<file path="src/hw/rtl/assert_macros.svh">
// Assertion helper macros shared by the RTL.
`ifndef ASSERT_MACROS_SVH
`define ASSERT_MACROS_SVH

// Implication checked on every clock edge outside reset.
`define ASSERT_IMPLY(label, clk, rst, ante, cons, msg) \
   label: assert property (@(posedge clk) disable iff (rst) (ante) |-> (cons)) else $error(msg);

// Next-cycle implication checked outside reset.
`define ASSERT_NEXT(label, clk, rst, ante, cons, msg) \
   label: assert property (@(posedge clk) disable iff (rst) (ante) |=> (cons)) else $error(msg);

`endif

</file>
<file path="src/hw/rtl/sha_pkg.sv">
// ----------------------------------------------------------------------------
// SHA-256 hasher package
// Round constants, initial hash values, round functions and the command and
// status structs passed between the controller and the datapath.
// ----------------------------------------------------------------------------
package sha_pkg;

   localparam logic [31:0] PAD_WORD = 32'h8000_0000;

   localparam logic [31:0] ROUND_K [64] = '{
      32'h428a2f98,32'h71374491,32'hb5c0fbcf,32'he9b5dba5,32'h3956c25b,32'h59f111f1,
      32'h923f82a4,32'hab1c5ed5,32'hd807aa98,32'h12835b01,32'h243185be,32'h550c7dc3,
      32'h72be5d74,32'h80deb1fe,32'h9bdc06a7,32'hc19bf174,32'he49b69c1,32'hefbe4786,
      32'h0fc19dc6,32'h240ca1cc,32'h2de92c6f,32'h4a7484aa,32'h5cb0a9dc,32'h76f988da,
      32'h983e5152,32'ha831c66d,32'hb00327c8,32'hbf597fc7,32'hc6e00bf3,32'hd5a79147,
      32'h06ca6351,32'h14292967,32'h27b70a85,32'h2e1b2138,32'h4d2c6dfc,32'h53380d13,
      32'h650a7354,32'h766a0abb,32'h81c2c92e,32'h92722c85,32'ha2bfe8a1,32'ha81a664b,
      32'hc24b8b70,32'hc76c51a3,32'hd192e819,32'hd6990624,32'hf40e3585,32'h106aa070,
      32'h19a4c116,32'h1e376c08,32'h2748774c,32'h34b0bcb5,32'h391c0cb3,32'h4ed8aa4a,
      32'h5b9cca4f,32'h682e6ff3,32'h748f82ee,32'h78a5636f,32'h84c87814,32'h8cc70208,
      32'h90befffa,32'ha4506ceb,32'hbef9a3f7,32'hc67178f2};

   localparam logic [31:0] INIT_HASH [8] = '{
      32'h6a09e667,32'hbb67ae85,32'h3c6ef372,32'ha54ff53a,
      32'h510e527f,32'h9b05688c,32'h1f83d9ab,32'h5be0cd19};

   // Source of the word written into the block buffer.
   typedef enum logic [1:0] {
      SRC_DATA, SRC_ZERO, SRC_LEN_HI, SRC_LEN_LO
   } word_src_type;

   typedef struct packed {
      logic         push;       // write one word into the buffer
      word_src_type src;
      logic         len_add;    // add the beat's byte count to the bit length
      logic         round_init; // load working variables from the hash
      logic         round_step; // run one compression round
      logic         hash_add;   // fold working variables into the hash
      logic         reset_msg;  // return hash and length to reset values
   } dp_cmd_type;

   typedef struct packed {
      logic [5:0] round;
      logic [3:0] fill;         // words held in the buffer
   } dp_status_type;

   function automatic logic [31:0] ror(input logic [31:0] x, input logic [4:0] n);
      ror = (x >> n) | (x << (6'd32 - {1'b0, n}));
   endfunction

   // Last word masked to its valid bytes with the pad byte appended; a full word is returned unchanged.
   function automatic logic [31:0] pad_last(input logic [31:0] d, input logic [2:0] n);
      logic [31:0] res;
      res = PAD_WORD;
      unique case (n)
         3'd0: res = PAD_WORD;
         3'd1: res = {d[31:24], 24'h800000};
         3'd2: res = {d[31:16], 16'h8000};
         3'd3: res = {d[31:8], 8'h80};
         default: res = d;
      endcase
      pad_last = res;
   endfunction

endpackage

</file>
<file path="src/hw/rtl/sha_datapath.sv">
// ----------------------------------------------------------------------------
// SHA-256 datapath
// Block buffer used as a sliding message schedule, length counter, hash
// registers and one compression round per cycle.
// ----------------------------------------------------------------------------
module sha_datapath (
   input  logic                   clock,
   input  logic                   reset,
   input  sha_pkg::dp_cmd_type    cmd,
   input  logic [31:0]            in_word,
   input  logic [2:0]             in_bytes,
   input  logic [2:0]             out_index,
   output sha_pkg::dp_status_type status,
   output logic [31:0]            hash_word
);
   import sha_pkg::*;

   logic [31:0] w_ff [16];
   logic [31:0] h_ff [8], h_in [8];
   logic [31:0] v_ff [8], v_in [8];
   logic [63:0] bits_ff, bits_in;
   logic [3:0]  fill_ff, fill_in;
   logic [5:0]  round_ff, round_in;
   logic [31:0] push_word, w_next, s0, s1, t1, t2;

   always_comb begin
      unique case (cmd.src)
         SRC_DATA:   push_word = in_word;
         SRC_ZERO:   push_word = '0;
         SRC_LEN_HI: push_word = bits_ff[63:32];
         default:    push_word = bits_ff[31:0];
      endcase
   end

   // Schedule word 16 positions ahead; the buffer shifts once per round.
   assign s0 = ror(w_ff[1], 5'd7) ^ ror(w_ff[1], 5'd18) ^ (w_ff[1] >> 3);
   assign s1 = ror(w_ff[14], 5'd17) ^ ror(w_ff[14], 5'd19) ^ (w_ff[14] >> 10);
   assign w_next = w_ff[0] + s0 + w_ff[9] + s1;

   assign t1 = v_ff[7] + (ror(v_ff[4], 5'd6) ^ ror(v_ff[4], 5'd11) ^ ror(v_ff[4], 5'd25))
             + ((v_ff[4] & v_ff[5]) ^ (~v_ff[4] & v_ff[6])) + ROUND_K[round_ff] + w_ff[0];
   assign t2 = (ror(v_ff[0], 5'd2) ^ ror(v_ff[0], 5'd13) ^ ror(v_ff[0], 5'd22))
             + ((v_ff[0] & v_ff[1]) ^ (v_ff[0] & v_ff[2]) ^ (v_ff[1] & v_ff[2]));

   always_comb begin
      bits_in  = bits_ff;
      fill_in  = fill_ff;
      round_in = round_ff;
      v_in     = v_ff;
      h_in     = h_ff;
      if (cmd.len_add) begin
         bits_in = bits_ff + {58'd0, in_bytes, 3'd0};
      end
      if (cmd.push) begin
         fill_in = fill_ff + 4'd1;
      end
      if (cmd.round_init) begin
         v_in     = h_ff;
         round_in = '0;
      end
      if (cmd.round_step) begin
         v_in[7] = v_ff[6]; v_in[6] = v_ff[5]; v_in[5] = v_ff[4];
         v_in[4] = v_ff[3] + t1;
         v_in[3] = v_ff[2]; v_in[2] = v_ff[1]; v_in[1] = v_ff[0];
         v_in[0] = t1 + t2;
         round_in = round_ff + 6'd1;
      end
      if (cmd.hash_add) begin
         for (int i = 0; i < 8; i++) begin
            h_in[i] = h_ff[i] + v_ff[i];
         end
      end
      if (cmd.reset_msg) begin
         h_in    = INIT_HASH;
         bits_in = '0;
         fill_in = '0;
      end
   end

   always_ff @(posedge clock) begin
      if (reset) begin
         h_ff     <= INIT_HASH;
         bits_ff  <= '0;
         fill_ff  <= '0;
         round_ff <= '0;
      end else begin
         h_ff     <= h_in;
         bits_ff  <= bits_in;
         fill_ff  <= fill_in;
         round_ff <= round_in;
      end
   end

   always_ff @(posedge clock) begin
      v_ff <= v_in;
      if (cmd.push) begin
         w_ff[fill_ff] <= push_word;
      end else if (cmd.round_step) begin
         for (int i = 0; i < 15; i++) begin
            w_ff[i] <= w_ff[i + 1];
         end
         w_ff[15] <= w_next;
      end
   end

   assign status.round = round_ff;
   assign status.fill  = fill_ff;
   assign hash_word    = h_ff[out_index];

endmodule

</file>
<file path="src/hw/rtl/sha_control.sv">
// ----------------------------------------------------------------------------
// SHA-256 controller
// Sequences word pushes, padding, 64 rounds per block and the digest beats.
// ----------------------------------------------------------------------------
`include "assert_macros.svh"
module sha_control (
   input  logic                   clock,
   input  logic                   reset,
   input  logic                   req_valid,
   output logic                   req_stall,
   input  logic [2:0]             req_byte_count,
   input  logic                   req_last,
   input  logic                   rsp_stall,
   output logic                   rsp_valid,
   output logic [2:0]             out_index,
   output logic                   pad_sel,
   output sha_pkg::dp_cmd_type    cmd,
   input  sha_pkg::dp_status_type status
);
   import sha_pkg::*;

   localparam logic [2:0] ST_IDLE  = 3'd0;
   localparam logic [2:0] ST_PADW  = 3'd1; // push the pad word after a full last word
   localparam logic [2:0] ST_ZERO  = 3'd2; // zero fill and length words
   localparam logic [2:0] ST_ROUND = 3'd3;
   localparam logic [2:0] ST_ADD   = 3'd4;
   localparam logic [2:0] ST_OUT   = 3'd5;

   logic [2:0] state_ff, state_in;
   logic       fin_ff, fin_in;   // in padding: digest follows the final block
   logic [2:0] idx_ff, idx_in;
   logic       acc;
   // Set once the high length word has gone into the buffer.
   logic       pad_done_ff, pad_done_in;
   // A full last word completed a block, so the pad word still has to follow.
   logic       pad_pend_ff, pad_pend_in;

   assign acc       = req_valid && !req_stall;
   assign req_stall = (state_ff != ST_IDLE);
   assign rsp_valid = (state_ff == ST_OUT);
   assign out_index = idx_ff;

   always_comb begin
      state_in    = state_ff;
      fin_in      = fin_ff;
      idx_in      = idx_ff;
      pad_pend_in = pad_pend_ff;
      cmd         = '0;
      cmd.src     = SRC_ZERO;
      pad_sel     = 1'b0;
      unique case (state_ff)
         ST_IDLE: begin
            if (acc) begin
               cmd.push    = 1'b1;
               cmd.src     = SRC_DATA;
               cmd.len_add = 1'b1;
               if (req_last) begin
                  fin_in = 1'b1;
                  if (req_byte_count >= 3'd4) begin
                     state_in = ST_PADW;
                  end else begin
                     pad_sel  = 1'b1;
                     state_in = ST_ZERO;
                  end
                  if (status.fill == 4'd15) begin
                     state_in    = ST_ROUND;
                     pad_pend_in = (req_byte_count >= 3'd4);
                  end
               end else if (status.fill == 4'd15) begin
                  state_in = ST_ROUND;
               end
               cmd.round_init = (status.fill == 4'd15);
            end
         end
         ST_PADW: begin
            cmd.push    = 1'b1;
            cmd.src     = SRC_DATA;
            pad_sel     = 1'b1;
            pad_pend_in = 1'b0;
            state_in    = ST_ZERO;
            if (status.fill == 4'd15) begin
               cmd.round_init = 1'b1;
               state_in       = ST_ROUND;
            end
         end
         ST_ZERO: begin
            cmd.push = 1'b1;
            priority if (status.fill == 4'd14) cmd.src = SRC_LEN_HI;
            else if (status.fill == 4'd15 && pad_done_ff) cmd.src = SRC_LEN_LO;
            else cmd.src = SRC_ZERO;
            if (status.fill == 4'd15) begin
               cmd.round_init = 1'b1;
               state_in       = ST_ROUND;
            end
         end
         ST_ROUND: begin
            cmd.round_step = 1'b1;
            if (status.round == 6'd63) begin
               state_in = ST_ADD;
            end
         end
         ST_ADD: begin
            cmd.hash_add = 1'b1;
            priority if (!fin_ff) state_in = ST_IDLE;
            else if (pad_pend_ff) state_in = ST_PADW;
            else if (status.fill == 4'd0 && pad_done_ff) state_in = ST_OUT;
            else state_in = ST_ZERO;
         end
         ST_OUT: begin
            if (!rsp_stall) begin
               idx_in = idx_ff + 3'd1;
               if (idx_ff == 3'd7) begin
                  cmd.reset_msg = 1'b1;
                  fin_in        = 1'b0;
                  state_in      = ST_IDLE;
               end
            end
         end
         default: state_in = ST_IDLE;
      endcase
   end

   always_comb begin
      pad_done_in = pad_done_ff;
      if (state_ff == ST_ZERO && status.fill == 4'd14) pad_done_in = 1'b1;
      if (state_ff == ST_OUT) pad_done_in = 1'b0;
   end

   // A pad word landing at position 14 or 15 leaves no room for the length;
   // ST_ZERO then fills the remainder and a further block carries it.
   always_ff @(posedge clock) begin
      if (reset) begin
         state_ff    <= ST_IDLE;
         fin_ff      <= 1'b0;
         idx_ff      <= '0;
         pad_done_ff <= 1'b0;
         pad_pend_ff <= 1'b0;
      end else begin
         state_ff    <= state_in;
         fin_ff      <= fin_in;
         idx_ff      <= idx_in;
         pad_done_ff <= pad_done_in;
         pad_pend_ff <= pad_pend_in;
      end
   end

   `ASSERT_IMPLY(a_out_only_final, clock, reset, rsp_valid, fin_ff, "digest beat outside message end")
   `ASSERT_NEXT(a_round_ends, clock, reset, state_ff == ST_ROUND && status.round == 6'd63, state_ff == ST_ADD, "round count overrun")
   `ASSERT_NEXT(a_out_done, clock, reset, rsp_valid && !rsp_stall && idx_ff == 3'd7, state_ff == ST_IDLE && status.fill == 4'd0, "message state not cleared")

endmodule

</file>
<file path="src/hw/rtl/sha256_stream_hasher_core.sv">
// ----------------------------------------------------------------------------
// SHA-256 stream hasher
// Hashes a word stream and returns the eight digest words per message.
// ----------------------------------------------------------------------------
// Channel | Direction | Ports
// req     | in        | req_valid, req_stall, req_data_word, req_byte_count, req_last
// rsp     | out       | rsp_valid, rsp_stall, rsp_digest_word, rsp_word_index,
//         |           | rsp_final_word
// A word that does not complete a block is accepted while idle; one completing a
// block also runs the compression rounds and then the hash add on the single
// shared round unit, and req_stall stays high meanwhile.
// A last word adds padding pushes, one or two blocks, and eight digest beats.
// Reset is synchronous; rsp_stall holds the current digest beat.
module sha256_stream_hasher_core (
   input  logic        clock,
   input  logic        reset,
   input  logic        req_valid,
   output logic        req_stall,
   input  logic [31:0] req_data_word,
   input  logic [2:0]  req_byte_count,
   input  logic        req_last,
   output logic        rsp_valid,
   input  logic        rsp_stall,
   output logic [31:0] rsp_digest_word,
   output logic [2:0]  rsp_word_index,
   output logic        rsp_final_word
);
   import sha_pkg::*;

   dp_cmd_type    cmd;
   dp_status_type status;
   logic          pad_sel;
   logic [2:0]    out_index;
   logic [31:0]   dp_word;
   logic [31:0]   pad_word;
   logic [2:0]    bytes;

   // While stalled the only padded word pushed is the lone pad word that
   // follows a full last word.
   always_comb begin
      if (!req_stall) begin
         bytes = !req_last ? 3'd4 : ((req_byte_count > 3'd4) ? 3'd4 : req_byte_count);
         pad_word = pad_last(req_data_word, bytes);
      end else begin
         bytes = 3'd4;
         pad_word = PAD_WORD;
      end
      dp_word = pad_sel ? pad_word : req_data_word;
   end

   sha_control u_ctrl (
      .clock, .reset, .req_valid, .req_stall, .req_byte_count, .req_last,
      .rsp_stall, .rsp_valid, .out_index, .pad_sel, .cmd, .status);

   sha_datapath u_dp (
      .clock, .reset, .cmd, .in_word(dp_word), .in_bytes(bytes),
      .out_index, .status, .hash_word(rsp_digest_word));

   assign rsp_word_index = out_index;
   assign rsp_final_word = (out_index == 3'd7);

endmodule
</file>
<file path="config.mk">
export PLATFORM = sky130hd
export DESIGN_NAME = sha256_stream_hasher_core
export DESIGN_NICKNAME = d
export VERILOG_FILES = /design/src/hw/rtl/sha_pkg.sv /design/src/hw/rtl/sha_datapath.sv /design/src/hw/rtl/sha_control.sv /design/src/hw/rtl/sha256_stream_hasher_core.sv
export VERILOG_INCLUDE_DIRS = /design/src /design/src/hw/rtl
export SDC_FILE = /design/constraint.sdc
export NUM_CORES = 2
export LEC_CHECK = 0
export ABC_AREA = 1
export BUFFER_PORTS_ARGS = -buffer_cell sky130_fd_sc_hd__buf_4
export CAP_MARGIN = 20
export CELL_PAD_IN_SITES_DETAIL_PLACEMENT = 1
export CELL_PAD_IN_SITES_GLOBAL_PLACEMENT = 1
export CORE_ASPECT_RATIO = 1.1
export CORE_MARGIN = 4
export CORE_UTILIZATION = 35
export DETAILED_ROUTE_END_ITERATION = 10
export HOLD_SLACK_MARGIN = 0.05
export MAX_ROUTING_LAYER = met4
export PLACE_DENSITY = 0.62
export SYNTH_ARGS = -nofsm -noshare
export SYNTH_HDL_FRONTEND = slang
export SYNTH_SLANG_ARGS = --single-unit
</file>
<file path="constraint.sdc">
create_clock -name clock -period 14.9 [get_ports clock]
set_input_delay 1.49 -clock clock [delete_from_list [all_inputs] [get_ports clock]]
set_output_delay 1.49 -clock clock [all_outputs]
set_load 0.02 [all_outputs]
</file>
==> results_dict.tcl <==
set metrics [dict create \
    clkTransAtPathRegs_ns 0.06 \
    p_int_w 0.00824 \
    power_frac_seq 0.234 \
    synth_top_area_cell "edfxtp_1" \
    required_ns 15.45 \
    status "finished, final reports clean" \
    grt_max_degree 191 \
    dieArea_mm2 0.234 \
    syn_area_mm2 0.0791 \
    synthTopCellsByArea "edfxtp_1 29%, nand2_1 14%, dfxtp_1 8.5%" \
    layout-drive-gt1-share 0.0470 \
    grt_pass1_vias 77700 \
    placed_area_mm2 0.0830 \
    synth_warnings 0 \
    port_buffers 77 \
    ant_nets 0 \
    path_max_fanout 39 \
    hp-start "u_dp.bits_ff[20]$_SDFFE_PP0P_" \
    slowest_delay_ns 0.70 \
    final-setup-viol-count 0 \
    comb_power_share 0.550 \
    drtIter0Drc 6386 \
    start_kind "register" \
    clock_path_buffers 3 \
    fin_util 0.392 \
    drv_slew 0 \
    power_w 0.0165 \
    max_freq_mhz 103 \
    hold_buffers 0 \
    post_cts_resize_count 0 \
    insertion_delay_ns 0.83 \
    wl_um 408000 \
    root_buffer "clkbuf_16" \
    die_x_um 461 \
    fin_tns_setup_ns 0 \
    cp_common_cell "nand2_1" \
    cp_num_buf_inv 6 \
    coreArea_mm2 0.224 \
    avgRoutedWirePerCell_um 30.1 \
    maxCapViolCount 0 \
    worstReg2RegStart "u_dp.round_ff[2]$_SDFFE_PP0P_" \
    synth_cells 10500 \
    grt_usage 0.352 \
    nNetsFinal 11100 \
    hold_viol 0 \
    ys_seq_elements 1104 \
    wl_met2_um 196000 \
    yosys_most_used_dff "edfxtp_1" \
    grt_pass1_wl_um 575000 \
    fp-row-count 182 \
    clock-skew-final_ns 0.0438 \
    vias_per_cell 5.65 \
    cts_tree "done" \
    dr_total_vias 76500 \
    slew_headroom 0.176 \
    rsz0062_at_grt "no" \
    critPathLaunch "u_dp.round_ff[2]$_SDFFE_PP0P_" \
    yosysSeqAreaShare 0.376 \
    netlist.area_leader.share 0.291 \
    die_y_um 507 \
    yosys.cell_types.count 67 \
    dr.pass1.iters 6 \
    period_share 0.650 \
    highest_layer "met4" \
    synth_edf_count 768 \
    wl_met1_um 164000 \
    grt.overflow.total 0 \
    htreeDepth 4 \
    dp_hpwl_um 324000 \
    critical_path.top_delay_family "adder cells" \
    worst_path_max_delay_cell "o21ai_0" \
    cts.sinks 1104 \
    cp.arrival_ns 10.24 \
    power_frac_clock 0.217 \
    avgSynthCellArea_um2 7.53 \
    crit_type "reg2reg" \
    cts_made_buffers 139 \
    syn_nets 11200 \
    tightest_slew_ns 1.22 \
    async_reset_ff_frac 0 \
    start_util 0.353 \
    io_pins 78 \
    layout_min_cycle_time_ns 9.68 \
    place.gp.congestion 1.00 \
    p_per_area_mw_per_mm2 187 \
    area_growth_pct 11.0 \
    switching_power_w 0.00822 \
    power_switching_share 0.499 \
    fin_area_mm2 0.0879 \
    hold_class "reg2reg" \
    postCtsSetupBuffers 0 \
    drc 0 \
    peakVddDrop_v 0.000134 \
    power.leakage_nw 38.5 \
    wl_met3_um 22400 \
    cp-end-kind "register" \
    antenna_found_initial 12 \
]
-- power by group through the flow --
stage	Sequential (W)	Clock [W]	Combinational, W
floorplan	0.00374	0	0.00573
global placement	0.00390	0	0.00889
detailed placement	0.00390	0	0.00892
CTS	0.00384	0.00363	0.00897
global route	0.00385	0.00376	0.00998
finish	0.00384	0.00357	0.00904
-- metal layers --
| metal | vias to the layer above | GRT usage |
|---|---|---|
| li1 | 34800 | - |
| met1 | 38600 | 0.418 |
| met2 | 2312 | 0.586 |
| met3 | 708 | 0.0460 |
| met4 | 0 | 0.176 |
| met5 | - | - |
-- flip-flops by register name (all words and copies together), names as in the netlist, 3 cells and up --
signal	cells
u_dp.w_ff	512
u_dp.h_ff	256
u_dp.v_ff	256
u_dp.bits_ff	61
u_dp.round_ff	6
u_dp.fill_ff	4
u_ctrl.out_index	3
u_ctrl.state_ff	3
-- synthesized netlist by cell type, drive strengths merged, types with 2 or more instances --
cell / n
a211oi: 18
a21boi: 25
a21o: 43
a21oi: 889
a221oi: 4
a22oi: 6
a31oi: 55
a32oi: 5
and2: 7
and3: 5
buf: 92
clkbuf: 295
clkinv: 3
dfxtp: 336
edfxtp: 768
fa: 196
ha: 402
inv: 1244
maj3: 7
mux2i: 2
nand2: 2975
nand3: 518
nand3b: 15
nand4: 115
nor2: 770
nor3: 119
nor3b: 9
nor4: 16
o2111ai: 3
o211ai: 77
o21a: 36
o21ai: 941
o21bai: 56
o221ai: 18
o22ai: 22
o311ai: 6
o31ai: 13
or2: 17
xnor2: 146
xor2: 234
-- area by class of cell --
class | count | area (µm²)
fillers | 27300 | 136000
multi-input cells | 7778 | 43400
flip-flops and latches | 1104 | 29800
inverters | 1247 | 4710
clock buffers | 185 | 3800
well taps | 2944 | 3680
repair buffers | 196 | 1560
clock inverters | 69 | 877
diodes | 20 | 50.0
-- worst register-to-register path, delay by kind of cell, from the launching register on --
kind / cells / cell delay, ns
adder cells (fa/ha/maj): 7 / 3.26
AO/OA/AOI/OAI: 7 / 2.44
AND/OR/NAND/NOR: 11 / 1.53
buffers and inverters: 6 / 1.34
flip-flops: 1 / 0.32
XOR/XNOR: 1 / 0.55
-- path summary, 6_finish.rpt --
path	end	slack [ns]	cells past startpoint
min reg2reg	u_dp.bits_ff[20]$_SDFFE_PP0P_	0.50	1
max	u_dp.v_ff[253]$_DFFE_PP_	5.22	32
max reg2reg	u_dp.v_ff[253]$_DFFE_PP_	5.22	32
min	u_dp.bits_ff[20]$_SDFFE_PP0P_	0.50	1
-- layout by cell type (no fill, tap or decap), types with 11 or more instances in the layout --
cell type,n
nand2_1,2972
inv_1,1227
o21ai_0,927
a21oi_1,870
edfxtp_1,768
nor2_1,763
nand3_1,516
ha_1,402
dfxtp_1,333
xor2_1,234
fa_1,196
buf_4,190
xnor2_1,146
clkbuf_16,141
nand4_1,115
nor3_1,114
o211ai_1,76
o21bai_1,56
a31oi_1,54
a21o_1,43
o21a_1,36
clkbuf_1,33
a21boi_0,25
o22ai_1,22
clkinv_1,21
diode_2,20
o221ai_1,18
a211oi_1,18
or2_2,17
nor4_1,16
a21oi_2,16
nand3b_1,15
inv_2,14
clkinv_2,12
bufinv_16,12
o31ai_4,11
clkbuf_8,11
-- kinds of logic after synthesis --
group,share of synthesized area
and+or+nand+nor,0.234
muxes,0.000253
adders and majority gates,0.114
xor gates and xnor gates,0.0421
DFF,0.376
buffers and inverters,0.0786
AOI/OAI and AO/OA,0.154
-- stage by stage --
step	setup WS (ns)	std cells	hold slack [ns]
6_report	5.22	13500	0.500
5_1_grt	4.76	13500	0.515
4_1_cts	5.39	13500	0.501
3_5_place_dp	5.43	13300	0.489
3_3_place_gp	5.35	13300	0.473
2_1_floorplan	0.400	10500	0.445
Note: power is estimated with default switching activity, not from simulation.
